`src/rtl/rdc_pkg.sv`:
```
// ----------------------------------------------------------------------------
// rdc_pkg
// Shared types and constants for the rotary dial controller.
// ----------------------------------------------------------------------------
`timescale 1ns / 1ps
`default_nettype none

package rdc_pkg;

  // dial actions
  typedef enum logic [1:0] {
    ACT_PRESS   = 2'd0,
    ACT_RELEASE = 2'd1,
    ACT_CW      = 2'd2,
    ACT_CCW     = 2'd3
  } action_t;

  // event kinds
  typedef enum logic [2:0] {
    EV_TOGGLE = 3'd0,
    EV_INC    = 3'd1,
    EV_DEC    = 3'd2,
    EV_INC2   = 3'd3,
    EV_DEC2   = 3'd4
  } event_kind_t;

  // configuration register indexes
  typedef enum logic [2:0] {
    REG_ACCEL_MULT = 3'd0,
    REG_DUAL_MODE  = 3'd1,
    REG_RADIO_MODE = 3'd2,
    REG_BOUND_MASK = 3'd3,
    REG_DC_WINDOW  = 3'd4
  } cfg_idx_t;

  localparam int CfgIdxW  = 3;
  localparam int CfgDataW = 16;

  // reset values of the configuration registers
  localparam logic [7:0]  AccelMultReset = 8'd3;
  localparam logic [15:0] DcWindowReset  = 16'd400;

  // acceleration curve: full speed at or below FastMs, none at or above SlowMs
  localparam logic [31:0] AccelFastMs = 32'd15;
  localparam logic [31:0] AccelSlowMs = 32'd120;
  localparam logic [6:0]  AccelSlowN  = 7'd120;

  // floor(n * 2^16 / 105) == (n * RecipM) >> RecipShift for n < 105
  localparam logic [23:0] RecipM     = 24'd10226113;
  localparam int          RecipShift = 14;

  // shared multiplier: A operand 40 bits, B operand 16 bits
  localparam int MulAW = 40;
  localparam int MulBW = 16;
  localparam int MulPW = MulAW + MulBW;

  typedef enum logic [1:0] {
    MUL_RECIP = 2'd0,   // t = (n * RecipM) >> RecipShift
    MUL_M1    = 2'd1,   // p = (m - 1) * t
    MUL_P     = 2'd2    // p = p * t
  } mul_sel_t;

  typedef enum logic [2:0] {
    ST_IDLE,
    ST_RECIP,
    ST_MUL1,
    ST_MUL2,
    ST_MUL3,
    ST_EMIT
  } state_t;

  typedef struct packed {
    logic     load;     // decode accepted request, update dial state
    logic     mul_en;   // run one multiplier pass
    mul_sel_t mul_sel;
    logic     emit;     // move pending result into output register
  } cmd_t;

  typedef struct packed {
    logic need_mul;     // request needs the cubic acceleration passes
  } status_t;

endpackage

`default_nettype wire

```
`src/rtl/rdc_ctrl.sv`:
```
// ----------------------------------------------------------------------------
// rdc_ctrl
// Sequencer: accepts a request, runs the multiplier passes when needed, emits the result.
// ----------------------------------------------------------------------------
`timescale 1ns / 1ps
`default_nettype none

module rdc_ctrl (
  input  wire logic            clk,
  input  wire logic            rst,
  input  wire logic            in_valid,
  output logic                 in_stall,
  output logic                 out_valid,
  input  wire logic            out_stall,
  input  wire rdc_pkg::status_t status,
  output rdc_pkg::cmd_t        cmd
);

  rdc_pkg::state_t state, state_next;

  always_ff @(posedge clk) begin
    if (rst) begin
      state <= rdc_pkg::ST_IDLE;
    end else begin
      state <= state_next;
    end
  end

  always_comb begin
    state_next  = state;
    cmd.load    = 1'b0;
    cmd.mul_en  = 1'b0;
    cmd.mul_sel = rdc_pkg::MUL_RECIP;
    cmd.emit    = 1'b0;
    in_stall    = (state != rdc_pkg::ST_IDLE);
    case (state)
      rdc_pkg::ST_IDLE: begin
        if (in_valid) begin
          cmd.load   = 1'b1;
          state_next = status.need_mul ? rdc_pkg::ST_RECIP : rdc_pkg::ST_EMIT;
        end
      end
      rdc_pkg::ST_RECIP: begin
        cmd.mul_en  = 1'b1;
        cmd.mul_sel = rdc_pkg::MUL_RECIP;
        state_next  = rdc_pkg::ST_MUL1;
      end
      rdc_pkg::ST_MUL1: begin
        cmd.mul_en  = 1'b1;
        cmd.mul_sel = rdc_pkg::MUL_M1;
        state_next  = rdc_pkg::ST_MUL2;
      end
      rdc_pkg::ST_MUL2: begin
        cmd.mul_en  = 1'b1;
        cmd.mul_sel = rdc_pkg::MUL_P;
        state_next  = rdc_pkg::ST_MUL3;
      end
      rdc_pkg::ST_MUL3: begin
        cmd.mul_en  = 1'b1;
        cmd.mul_sel = rdc_pkg::MUL_P;
        state_next  = rdc_pkg::ST_EMIT;
      end
      rdc_pkg::ST_EMIT: begin
        if (!out_valid || !out_stall) begin
          cmd.emit   = 1'b1;
          state_next = rdc_pkg::ST_IDLE;
        end
      end
      default: begin
        state_next = rdc_pkg::ST_IDLE;
      end
    endcase
  end

  always_ff @(posedge clk) begin
    if (rst) begin
      out_valid <= 1'b0;
    end else if (cmd.emit) begin
      out_valid <= 1'b1;
    end else if (!out_stall) begin
      out_valid <= 1'b0;
    end
  end

endmodule

`default_nettype wire

```
`src/rtl/rdc_datapath.sv`:
```
// ----------------------------------------------------------------------------
// rdc_datapath
// Configuration, dial state, event decode, shared multiplier, output register.
// ----------------------------------------------------------------------------
`timescale 1ns / 1ps
`default_nettype none

module rdc_datapath (
  input  wire logic                          clk,
  input  wire logic                          rst,
  // request fields
  input  wire logic [1:0]                    action,
  input  wire logic [31:0]                   now_ms,
  input  wire logic                          link_up,
  // configuration writes
  input  wire logic                          cfg_we,
  input  wire logic [rdc_pkg::CfgIdxW-1:0]   cfg_index,
  input  wire logic [rdc_pkg::CfgDataW-1:0]  cfg_data,
  // control
  input  wire rdc_pkg::cmd_t                 cmd,
  output rdc_pkg::status_t                   status,
  // result fields
  output logic                               send_event,
  output logic [2:0]                         event_kind,
  output logic [7:0]                         repeat_count,
  output logic                               reconnect_request,
  output logic                               selected_dial,
  output logic                               selected_radio_part,
  output logic                               double_click
);

  // configuration
  logic [7:0]  accel_multiplier;
  logic        dual_mode;
  logic        radio_mode;
  logic [4:0]  bound_mask;
  logic [15:0] double_click_window;

  // dial state
  logic        dial_select, dial_select_next;
  logic        radio_part, radio_part_next;
  logic        click_pending, click_pending_next;
  logic [31:0] last_click_time, last_click_time_next;
  logic        rotation_seen, rotation_seen_next;
  logic [31:0] last_rotation_time, last_rotation_time_next;

  // pending result
  logic        res_send, res_send_next;
  logic [2:0]  res_kind, res_kind_next;
  logic [7:0]  res_rep, res_rep_next;
  logic        res_recon, res_recon_next;
  logic        res_dbl, res_dbl_next;
  logic        use_mul;
  logic [6:0]  n_r, n_next;

  // multiplier
  logic [rdc_pkg::MulAW-1:0] mul_a;
  logic [rdc_pkg::MulBW-1:0] mul_b;
  logic [rdc_pkg::MulPW-1:0] mul_full;
  logic [rdc_pkg::MulPW-1:0] prod;
  logic [15:0]               t_r;
  logic [rdc_pkg::MulPW:0]   rounded;
  logic [7:0]                rep_final;

  logic [31:0] click_gap;
  logic [31:0] rot_gap;
  logic        second;
  logic [2:0]  rot_kind;
  logic        need_mul;

  assign click_gap = now_ms - last_click_time;
  assign rot_gap   = now_ms - last_rotation_time;
  assign second    = (dual_mode && dial_select) || (radio_mode && radio_part);

  always_comb begin
    if (rdc_pkg::action_t'(action) == rdc_pkg::ACT_CW) begin
      rot_kind = second ? rdc_pkg::EV_INC2 : rdc_pkg::EV_INC;
    end else begin
      rot_kind = second ? rdc_pkg::EV_DEC2 : rdc_pkg::EV_DEC;
    end
  end

  // request decode
  always_comb begin
    dial_select_next        = dial_select;
    radio_part_next         = radio_part;
    click_pending_next      = click_pending;
    last_click_time_next    = last_click_time;
    rotation_seen_next      = rotation_seen;
    last_rotation_time_next = last_rotation_time;
    res_send_next           = 1'b0;
    res_kind_next           = rdc_pkg::EV_TOGGLE;
    res_rep_next            = 8'd0;
    res_recon_next          = 1'b0;
    res_dbl_next            = 1'b0;
    need_mul                = 1'b0;
    n_next                  = 7'(rdc_pkg::AccelSlowN - rot_gap[6:0]);
    case (rdc_pkg::action_t'(action))
      rdc_pkg::ACT_PRESS: begin
        if (!link_up) begin
          res_recon_next = 1'b1;
        end else if (!radio_mode && bound_mask[rdc_pkg::EV_TOGGLE]) begin
          res_send_next = 1'b1;
          res_rep_next  = 8'd1;
        end
      end
      rdc_pkg::ACT_RELEASE: begin
        if (radio_mode) begin
          if (click_pending && (click_gap <= 32'(double_click_window))) begin
            click_pending_next = 1'b0;
            res_dbl_next       = 1'b1;
            if (bound_mask[rdc_pkg::EV_TOGGLE]) begin
              res_send_next = 1'b1;
              res_rep_next  = 8'd1;
            end
          end else begin
            radio_part_next      = ~radio_part;
            click_pending_next   = 1'b1;
            last_click_time_next = now_ms;
          end
        end else if (dual_mode) begin
          dial_select_next = ~dial_select;
        end
      end
      default: begin
        if (bound_mask[rot_kind]) begin
          res_send_next = 1'b1;
          res_kind_next = rot_kind;
          res_rep_next  = 8'd1;
          if (accel_multiplier != 8'd0) begin
            last_rotation_time_next = now_ms;
            if (!rotation_seen) begin
              rotation_seen_next = 1'b1;
            end else if (rot_gap <= rdc_pkg::AccelFastMs) begin
              // full speed: 1 + (m - 1) == m
              res_rep_next = accel_multiplier;
            end else if (rot_gap < rdc_pkg::AccelSlowMs) begin
              need_mul = 1'b1;
            end
          end
        end
      end
    endcase
  end

  assign status.need_mul = need_mul;

  always_ff @(posedge clk) begin
    if (rst) begin
      accel_multiplier    <= rdc_pkg::AccelMultReset;
      dual_mode           <= 1'b0;
      radio_mode          <= 1'b0;
      bound_mask          <= 5'd0;
      double_click_window <= rdc_pkg::DcWindowReset;
      dial_select         <= 1'b0;
      radio_part          <= 1'b0;
      click_pending       <= 1'b0;
      last_click_time     <= 32'd0;
      rotation_seen       <= 1'b0;
      last_rotation_time  <= 32'd0;
    end else begin
      if (cfg_we) begin
        case (rdc_pkg::cfg_idx_t'(cfg_index))
          rdc_pkg::REG_ACCEL_MULT: accel_multiplier    <= cfg_data[7:0];
          rdc_pkg::REG_DUAL_MODE:  dual_mode           <= cfg_data[0];
          rdc_pkg::REG_RADIO_MODE: radio_mode          <= cfg_data[0];
          rdc_pkg::REG_BOUND_MASK: bound_mask          <= cfg_data[4:0];
          rdc_pkg::REG_DC_WINDOW:  double_click_window <= cfg_data;
          default: begin
          end
        endcase
      end
      if (cmd.load) begin
        dial_select        <= dial_select_next;
        radio_part         <= radio_part_next;
        click_pending      <= click_pending_next;
        last_click_time    <= last_click_time_next;
        rotation_seen      <= rotation_seen_next;
        last_rotation_time <= last_rotation_time_next;
      end
    end
  end

  always_ff @(posedge clk) begin
    if (cmd.load) begin
      res_send  <= res_send_next;
      res_kind  <= res_kind_next;
      res_rep   <= res_rep_next;
      res_recon <= res_recon_next;
      res_dbl   <= res_dbl_next;
      use_mul   <= need_mul;
      n_r       <= n_next;
    end
  end

  // shared multiplier, one pass a cycle
  always_comb begin
    case (cmd.mul_sel)
      rdc_pkg::MUL_RECIP: begin
        mul_a = rdc_pkg::MulAW'(rdc_pkg::RecipM);
        mul_b = rdc_pkg::MulBW'(n_r);
      end
      rdc_pkg::MUL_M1: begin
        mul_a = rdc_pkg::MulAW'(accel_multiplier - 8'd1);
        mul_b = t_r;
      end
      rdc_pkg::MUL_P: begin
        mul_a = prod[rdc_pkg::MulAW-1:0];
        mul_b = t_r;
      end
      default: begin
        mul_a = '0;
        mul_b = '0;
      end
    endcase
  end

  assign mul_full = rdc_pkg::MulPW'(mul_a) * rdc_pkg::MulPW'(mul_b);

  always_ff @(posedge clk) begin
    if (cmd.mul_en) begin
      if (cmd.mul_sel == rdc_pkg::MUL_RECIP) begin
        t_r <= mul_full[rdc_pkg::RecipShift +: 16];
      end else begin
        prod <= mul_full;
      end
    end
  end

  // 1 + round_half_up((m - 1) * t^3 / 2^48)
  assign rounded   = (rdc_pkg::MulPW + 1)'(prod) + ((rdc_pkg::MulPW + 1)'(1) << 47);
  assign rep_final = rounded[55:48] + 8'd1;

  always_ff @(posedge clk) begin
    if (cmd.emit) begin
      send_event          <= res_send;
      event_kind          <= res_kind;
      repeat_count        <= use_mul ? rep_final : res_rep;
      reconnect_request   <= res_recon;
      selected_dial       <= dial_select;
      selected_radio_part <= radio_part;
      double_click        <= res_dbl;
    end
  end

endmodule

`default_nettype wire

```
`src/rtl/rotary_dial_controller_top.sv`:
```
// ----------------------------------------------------------------------------
// rotary_dial_controller_top
// Dial event controller: toggle/inc/dec routing, double click, acceleration.
// ----------------------------------------------------------------------------
//
//  Channel   Handshake              Payload
//  -------   ---------------------  ------------------------------------------
//  in        in_valid / in_stall    action, now_ms, link_up
//  out       out_valid / out_stall  send_event, event_kind, repeat_count,
//                                   reconnect_request, selected_dial,
//                                   selected_radio_part, double_click
//  cfg       cfg_valid / cfg_ready  cfg_index, cfg_data (always ready)
//
//  Press, release and unaccelerated steps go from accept straight to emit.
//  Accelerated steps first run the cube of the speed term as four
//  passes through one shared 40x16 multiplier (reciprocal, then three products).
//  in_stall is high from the cycle after accept until the result moves into
//  the output register; a new request is taken while that result waits.
//  rst (synchronous) restores register defaults and clears all dial state.
//
`timescale 1ns / 1ps
`default_nettype none

module rotary_dial_controller_top (
  input  wire logic                         clk,
  input  wire logic                         rst,
  // request channel
  input  wire logic                         in_valid,
  output logic                              in_stall,
  input  wire logic [1:0]                   action,
  input  wire logic [31:0]                  now_ms,
  input  wire logic                         link_up,
  // result channel
  output logic                              out_valid,
  input  wire logic                         out_stall,
  output logic                              send_event,
  output logic [2:0]                        event_kind,
  output logic [7:0]                        repeat_count,
  output logic                              reconnect_request,
  output logic                              selected_dial,
  output logic                              selected_radio_part,
  output logic                              double_click,
  // configuration channel
  input  wire logic                         cfg_valid,
  output logic                              cfg_ready,
  input  wire logic [rdc_pkg::CfgIdxW-1:0]  cfg_index,
  input  wire logic [rdc_pkg::CfgDataW-1:0] cfg_data
);

  rdc_pkg::cmd_t    cmd;
  rdc_pkg::status_t status;

  // register writes take effect directly, so the port never pushes back
  assign cfg_ready = 1'b1;

  rdc_ctrl u_ctrl (
    .clk       (clk),
    .rst       (rst),
    .in_valid  (in_valid),
    .in_stall  (in_stall),
    .out_valid (out_valid),
    .out_stall (out_stall),
    .status    (status),
    .cmd       (cmd)
  );

  rdc_datapath u_dp (
    .clk                 (clk),
    .rst                 (rst),
    .action              (action),
    .now_ms              (now_ms),
    .link_up             (link_up),
    .cfg_we              (cfg_valid && cfg_ready),
    .cfg_index           (cfg_index),
    .cfg_data            (cfg_data),
    .cmd                 (cmd),
    .status              (status),
    .send_event          (send_event),
    .event_kind          (event_kind),
    .repeat_count        (repeat_count),
    .reconnect_request   (reconnect_request),
    .selected_dial       (selected_dial),
    .selected_radio_part (selected_radio_part),
    .double_click        (double_click)
  );

endmodule

`default_nettype wire

```
`config.mk`:
```
export PLATFORM = sky130hd
export DESIGN_NAME = rotary_dial_controller_top
export DESIGN_NICKNAME = d
export VERILOG_FILES = /design/src/rtl/rdc_pkg.sv /design/src/rtl/rdc_ctrl.sv /design/src/rtl/rdc_datapath.sv /design/src/rtl/rotary_dial_controller_top.sv
export SDC_FILE = /design/constraint.sdc
export NUM_CORES = 2
export LEC_CHECK = 0
export ABC_AREA = 1
export BUFFER_PORTS_ARGS = -buffer_cell sky130_fd_sc_hd__buf_2
export CAP_MARGIN = 10
export CORE_MARGIN = 10
export CORE_UTILIZATION = 42
export DETAILED_ROUTE_END_ITERATION = 16
export HOLD_SLACK_MARGIN = 0.03
export PLACE_DENSITY = 0.61
export SYNTH_ARGS = -nofsm -noshare
export SYNTH_HDL_FRONTEND = slang
export SYNTH_SLANG_ARGS = --single-unit
```
`constraint.sdc`:
```
create_clock -name clk -period 17.04 [get_ports clk]
set_clock_uncertainty 0.05 [all_clocks]
set_input_delay 3.408 -clock clk [delete_from_list [all_inputs] [get_ports clk]]
set_output_delay 3.408 -clock clk [all_outputs]
set_load 0.02 [all_outputs]
```
==> Word level (Yosys, flattened, before mapping) <==
Index checks and enable logic that the tools add are counted.
{ "classes": {"n_lt_le_gt_ge": 4, "bitwise": 7, "eq_ne": 16, "add_sub_neg": 6, "n_mul": 1, "n_reduce_logical": 32, "n_mux": 45} }
{ "op_table": {"columns": ["cell", "n"], "rows": [
  ["40-bit one-hot mux with 3 select lines", 1],
  ["8-bit two-way mux", 8],
  ["32-bit subtractor", 2],
  ["56-bit by 48-bit adder with 56-bit output, second input constant", 1],
  ["40-bit by 16-bit multiplier with 56-bit output", 1],
  ["32-bit by 16-bit less-or-equal comparator with 1-bit output", 1],
  ["32-bit by 4-bit less-or-equal comparator with 1-bit output, second input constant", 1],
  ["32-bit by 7-bit less-than comparator with 1-bit output, second input constant", 1],
  ["16-bit one-hot mux with 2 select lines", 1],
  ["1-bit two-way mux", 24],
  ["3-bit one-hot mux with 6 select lines", 1],
  ["2-bit AND reduction", 9],
  ["8-bit one-hot mux with 2 select lines", 1],
  ["3-bit two-way mux", 5],
  ["3-bit by 2-bit equality test with 1-bit output, second input constant", 4],
  ["4-bit AND reduction", 3],
  ["3-bit equality test, second input constant", 3],
  ["3-bit one-hot mux with 3 select lines", 1],
  ["8-bit by 1-bit subtractor with 9-bit output, second input constant", 1],
  ["8-bit by 1-bit adder with 8-bit output, second input constant", 1],
  ["8-bit nonzero test", 1],
  ["1-bit inverter", 7],
  ["7-bit subtractor, first input constant", 1],
  ["3-bit by 1-bit equality test with 1-bit output, second input constant", 2],
  ["other kinds (17)", 30]
]} }
{ "word_totals": {"out_inout_bits": 19, "in_bits": 59, "word_cells": 140, "reg_bits": 213} }

==> Logic depth before layout (Yosys ltp) <==
{ "depth": {"depth_word": 11, "ltp_mapped": 38, "mapped_depth_nobuf": 37} }

==> Hierarchy <==
A second synthesis with hierarchy kept.
{ "hier_totals": {"hier_cells": 4546, "hier_area_um2": 33677.3} }
{ "modules_own_cells": {"columns": ["mod", "n_inst", "cells_per_inst", "seq_area_each_um2", "area_per_inst_um2"], "rows": [
  ["rdc_datapath", 1, 4510, 5074.9, 33453.3],
  ["rdc_ctrl", 1, 34, 80.1, 212.7],
  ["rotary_dial_controller_top", 1, 2, 0.0, 11.3]
]} }

==> Least setup slack after synthesis <==
Ideal clock, no wire load.
{ "synth_timing": {"kind": "register to register", "start": "register u_ctrl.state[0]", "end": "register u_dp.prod[36] (netlist bit) (data pin)", "period_less_slack_ns": 7.638, "path_buffers": 3, "required_ns": 16.725, "setup_time_ns": 0.265, "path_slack_ns": 9.402, "stages_incl_launch_ff": 34, "arrival_ns": 7.323, "cell_sequence": "dfxtp_1 -> nor2_1 -> inv_1 -> a21oi_1 -> inv_1 -> ha_1 -> clkbuf_1 -> clkbuf_1 -> a22o_1 -> nand2_1 -> inv_1 -> clkbuf_1 -> nand2_1 -> fa_1 -> inv_1 -> fa_1 -> inv_1 -> fa_1 -> inv_1 -> fa_1 -> fa_1 -> inv_1 -> fa_1 -> inv_1 -> ha_1 -> a21oi_1 -> o21ai_0 -> nand2_1 -> o211ai_1 -> a21oi_1 -> o21bai_1 -> a21oi_1 -> o21ai_0 -> xor2_1"} }
{ "synth_via": {"elab_chain_cells": 7, "word_cells_on_any_way": 13, "cone_classes": "mul (1); eq/ne (6); mux (3); reduce/logical (3)"} }
{ "synth_lines": {"columns": ["item", "line_no", "rtl"], "rows": [
  ["start: declaration", "rdc_ctrl.sv:19", "rdc_pkg::state_t state, state_next;"],
  ["start signal: assignment", "rdc_ctrl.sv:23", "state <= rdc_pkg::ST_IDLE;"],
  ["start signal: assignment", "rdc_ctrl.sv:25", "state <= state_next;"],
  ["3-bit by 2-bit equality test with 1-bit output / 3-bit equality test (equally long branches)", "rdc_ctrl.sv:36", "case (state)"],
  ["2-bit OR reduction (no line)", null, null],
  ["3-bit one-hot mux with 3 select lines *", "rdc_ctrl.sv:36", null],
  ["2-bit by 1-bit equality test with 1-bit output / 2-bit equality test (equally long branches)", "rdc_datapath.sv:198", "case (cmd.mul_sel)"],
  ["2-bit OR reduction (no line)", null, null],
  ["16-bit one-hot mux with 2 select lines", "rdc_datapath.sv:198", null],
  ["40-bit by 16-bit multiplier with 56-bit output *", "rdc_datapath.sv:218", "assign mul_full = rdc_pkg::MulPW'(mul_a) * rdc_pkg::MulPW'(mul_b);"],
  ["via u_dp.mul_full (one bit)", "rdc_datapath.sv:59", "logic [rdc_pkg::MulPW-1:0] mul_full;"],
  ["end signal: assignment", "rdc_datapath.sv:225", "prod <= mul_full;"],
  ["end: declaration", "rdc_datapath.sv:60", "logic [rdc_pkg::MulPW-1:0] prod;"]
]} }
Mark *: on every way through the listed nets, which the timed path passes. The rest lies on a longest branch.
A chain may end at the register's enable or synchronous reset.

==> Final worst setup path <==
{ "layout_timing": {"start": "register u_ctrl.state[0]", "end": "register u_dp.prod[48] (netlist bit) (data pin)"} }
The elaborated chain is that of the path after synthesis.

==> reports/qor.csv <==
stage;metric;value;unit
final_layout;nets;5316;
placed_design;dpl.hpwl;83030;microns
sta;fin_tns_setup;0;ps
sta;setup_viol_count_final;0;
setup_path;critPathKind;reg -> reg;
die;ioPinCount;78;
clock_network;clock_sinks;206;
logic_synthesis;ys_seq_area_share;15.38;%
drt;vias;28580;
drt;ant_nets;0;
sta;rsz0062_at_grt;false;
global_routing;first_global_vias;29230;
setup_path;cp.required;17270;ps
logic_synthesis;syn-mean-instance-area;7.479;sq um
final_layout;diodes;0;
final_layout;finish.instance_area;35880;sq um
logic_synthesis;syn-num-nets;5289;
placed_design;port_buffers;76;
setup_path;slowest_delay;760;ps
clock_network;clock_latency;550;ps
sta;period_minus_slack;9087;ps
drt;wl;100800;microns
global_routing;grt.total_usage;22.36;%
logic_synthesis;synthCells;4482;
drt;remaining_drc_errors;0;
die;coreArea;79000;sq um
drt;drt_first_pass_iters;8;
die;dieHeight;302.5;microns
die;die_area;91510;sq um
clock_network;cts-root-buf;clkbuf_16;
die;rows;103;
global_routing;grt_overflow;0;
die;start_util;42.43;%
sta;post-route-period-util;53.33;%
setup_path;cpMaxStageDelayCell;ha_1;
global_routing;grt_use_met3;4.376;%
clock_network;cts-resized-gates;0;
setup_path;cp_num_cells;31;
run;drv_cap;0;
min_path;worstHoldStart;u_dp.res_kind[0]$_SDFFCE_PP0P_;
drt;wl_per_cell;18.07;microns
drt;via_per_inst;5.125;
setup_path;critPathBufInv;9;
clock_network;postCtsSetupRepairBufs;0;
drt;drtIter0Drc;2182;
setup_path;r2r_end;u_dp.prod[48]$_DFFE_PP_;
global_routing;antenna_found_initial;0;
setup_path;worst_r2r_path_depth;31;
outcome;outcome;finished clean;
logic_synthesis;synth-seq-cells;206;
logic_synthesis;synth_area;33520;sq um
clock_network;numCtsBuffers;24;
sta;final_hold_viol_count;0;
global_routing;grt_pass1_wl;161700;microns
setup_path;start_kind;register;
logic_synthesis;synthDistinctLibCells;47;
final_layout;syn2layout_area_growth;7.055;%
global_routing;use_met1;31.40;%
logic_synthesis;yosysWarningCount;0;
min_path;hold_depth;0;
clock_network;cts_hold_buf;0;
setup_path;r2r_start;u_ctrl.state[0]$_SDFFE_PP0P_;
clock_network;clk_pin_slew;60;ps
setup_path;critical-path-top-delay-family;adder cells;
placed_design;post_dp_cell_area;35060;sq um
sta;drv_slew;0;
setup_path;end_kind;register;
global_routing;grt_max_degree;97;
clock_network;htree_levels;1;
clock_network;clk_path_buf_depth;3;
setup_path;r2r_slack;7950;ps
placed_design;gp_congestion;0.9708;
clock_network;cts_tree;done;
sta;max_freq;110.1;MHz
sta;slew_headroom;8.525;%
global_routing;busiest_layer;met2;
min_path;worstHoldPathType;reg -> reg;
setup_path;worstPathMaxFanout;27;
setup_path;arrival;9320;ps
setup_path;crit_path_frequent_cell;inv_1;
min_path;hold_end;u_dp.event_kind[0]$_DFFE_PP_;
die;fp.dieW;302.5;microns
global_routing;grtUsageMet2;34.77;%
sta;worst_pin_slew;1367;ps
final_layout;layout-drive-gt1-share;4.617;%
[layout make-up]
type	instances	area, sq um
fill	8065	43120
multi-input combinational	3104	23910
sequential	206	5155
inverter	1041	3908
tap	1050	1314
timing repair buffer	132	817.0
clock buffer	34	653.1
clock inverter	10	128.9
[stage by stage]
stage | hold WS [ps] | worst slack (ps) | instances | util, %
after floorplan | 350.3 | 9402 | 4482 | -
after global placement | 353.0 | 8070 | 5530 | 44.38
after detailed placement | 356.4 | 8014 | 5530 | 44.38
after CTS | 376.5 | 8004 | 5574 | 45.37
after global routing | 383.9 | 7399 | 5577 | 45.42
final | 373.0 | 7953 | 5577 | 45.42
[layer usage]
metal | wire length (microns) | share of wire (%)
met1 | 45140 | 45
met2 | 43800 | 43
met3 | 8934 | 8.9
met4 | 2887 | 2.9
met5 | 0 | 0
[synthesized netlist by cell type (all sizes together)]
library cell / instances / area share (%)
a211oi: 5 / 0.11
a21boi: 4 / 0.090
a21o: 13 / 0.29
a21oi: 257 / 4.1
a221o: 1 / 0.030
a221oi: 2 / 0.052
a22o: 7 / 0.18
a311oi: 3 / 0.078
a31oi: 14 / 0.26
and2: 3 / 0.056
and3: 3 / 0.056
buf: 42 / 0.69
clkbuf: 89 / 1.0
clkinv: 1 / 0.011
conb: 1 / 0.011
dfxtp: 103 / 6.2
edfxtp: 103 / 9.2
fa: 532 / 32
ha: 216 / 8.1
inv: 1040 / 12
nand2: 1078 / 12
nand3: 139 / 2.1
nand3b: 11 / 0.25
nand4: 31 / 0.58
nor2: 487 / 5.5
nor3: 42 / 0.67
nor3b: 1 / 0.022
nor4: 6 / 0.11
o2111a: 2 / 0.067
o211ai: 11 / 0.25
o21a: 3 / 0.067
o21ai: 138 / 2.1
o21bai: 8 / 0.18
o31ai: 1 / 0.022
or2: 1 / 0.019
xnor2: 23 / 0.60
xor2: 61 / 1.6
[placed cells by master (no fill, tap or decap), types with 61 or more instances in the layout]
cell type,count
fa_1,532
ha_1,216
buf_2,76
xor2_1,61
nand2_1,1077
edfxtp_1,103
a21oi_1,236
dfxtp_1,103
inv_1,1035
nor2_1,481
o21ai_0,134
nand3_1,136
[sequential cells by signal, indices dropped and copies added (netlist names), 5 cells and up]
| register | count |
|---|---|
| u_dp.repeat_count | 8 |
| u_dp.prod | 49 |
| u_dp.last_click_time | 32 |
| u_dp.n_r | 7 |
| u_dp.accel_multiplier | 8 |
| u_dp.bound_mask | 5 |
| u_dp.res_rep | 8 |
| u_dp.last_rotation_time | 32 |
| u_dp.t_r | 16 |
| u_dp.double_click_window | 16 |
[cell families (layout without fill, tap and decap cells)]
kind of cell,after synthesis,in the layout,synth area share (%)
DFF,206,206,15.38
adders and majority gates,748,748,39.84
buffers and inverters,1172,1217,13.35
AOI/OAI and AO/OA,469,469,7.801
other,1,1,0.01119
and+or+nand+nor,1802,1802,21.43
xor gates and xnor gates,84,84,2.195
[worst register-to-register path: cells and delay by family (launching register included)]
family	cells	cell delay (ps)
adder cells (fa/ha/maj)	8	4230
flip-flops	1	340
XOR/XNOR	1	200
AO/OA/AOI/OAI	9	2190
AND/OR/NAND/NOR	4	720
buffers and inverters	9	1090
[worst max path at each step]
| stage | startpoint | end |
|---|---|---|
| finish | u_ctrl.state[0]$_SDFFE_PP0P_ | u_dp.prod[48]$_DFFE_PP_ |
| floorplan | u_ctrl.state[0]$_SDFFE_PP0P_ | u_dp.prod[36]$_DFFE_PP_ |
| detailed placement | u_ctrl.state[0]$_SDFFE_PP0P_ | u_dp.prod[48]$_DFFE_PP_ |
| global route | u_ctrl.state[0]$_SDFFE_PP0P_ | u_dp.prod[48]$_DFFE_PP_ |
| global placement | u_ctrl.state[0]$_SDFFE_PP0P_ | u_dp.prod[48]$_DFFE_PP_ |
| CTS | u_ctrl.state[0]$_SDFFE_PP0P_ | u_dp.prod[48]$_DFFE_PP_ |
Power is left out: the tool's default activity adds up to more than one toggle a clock period on the data nets, which glitch-free logic cannot reach.
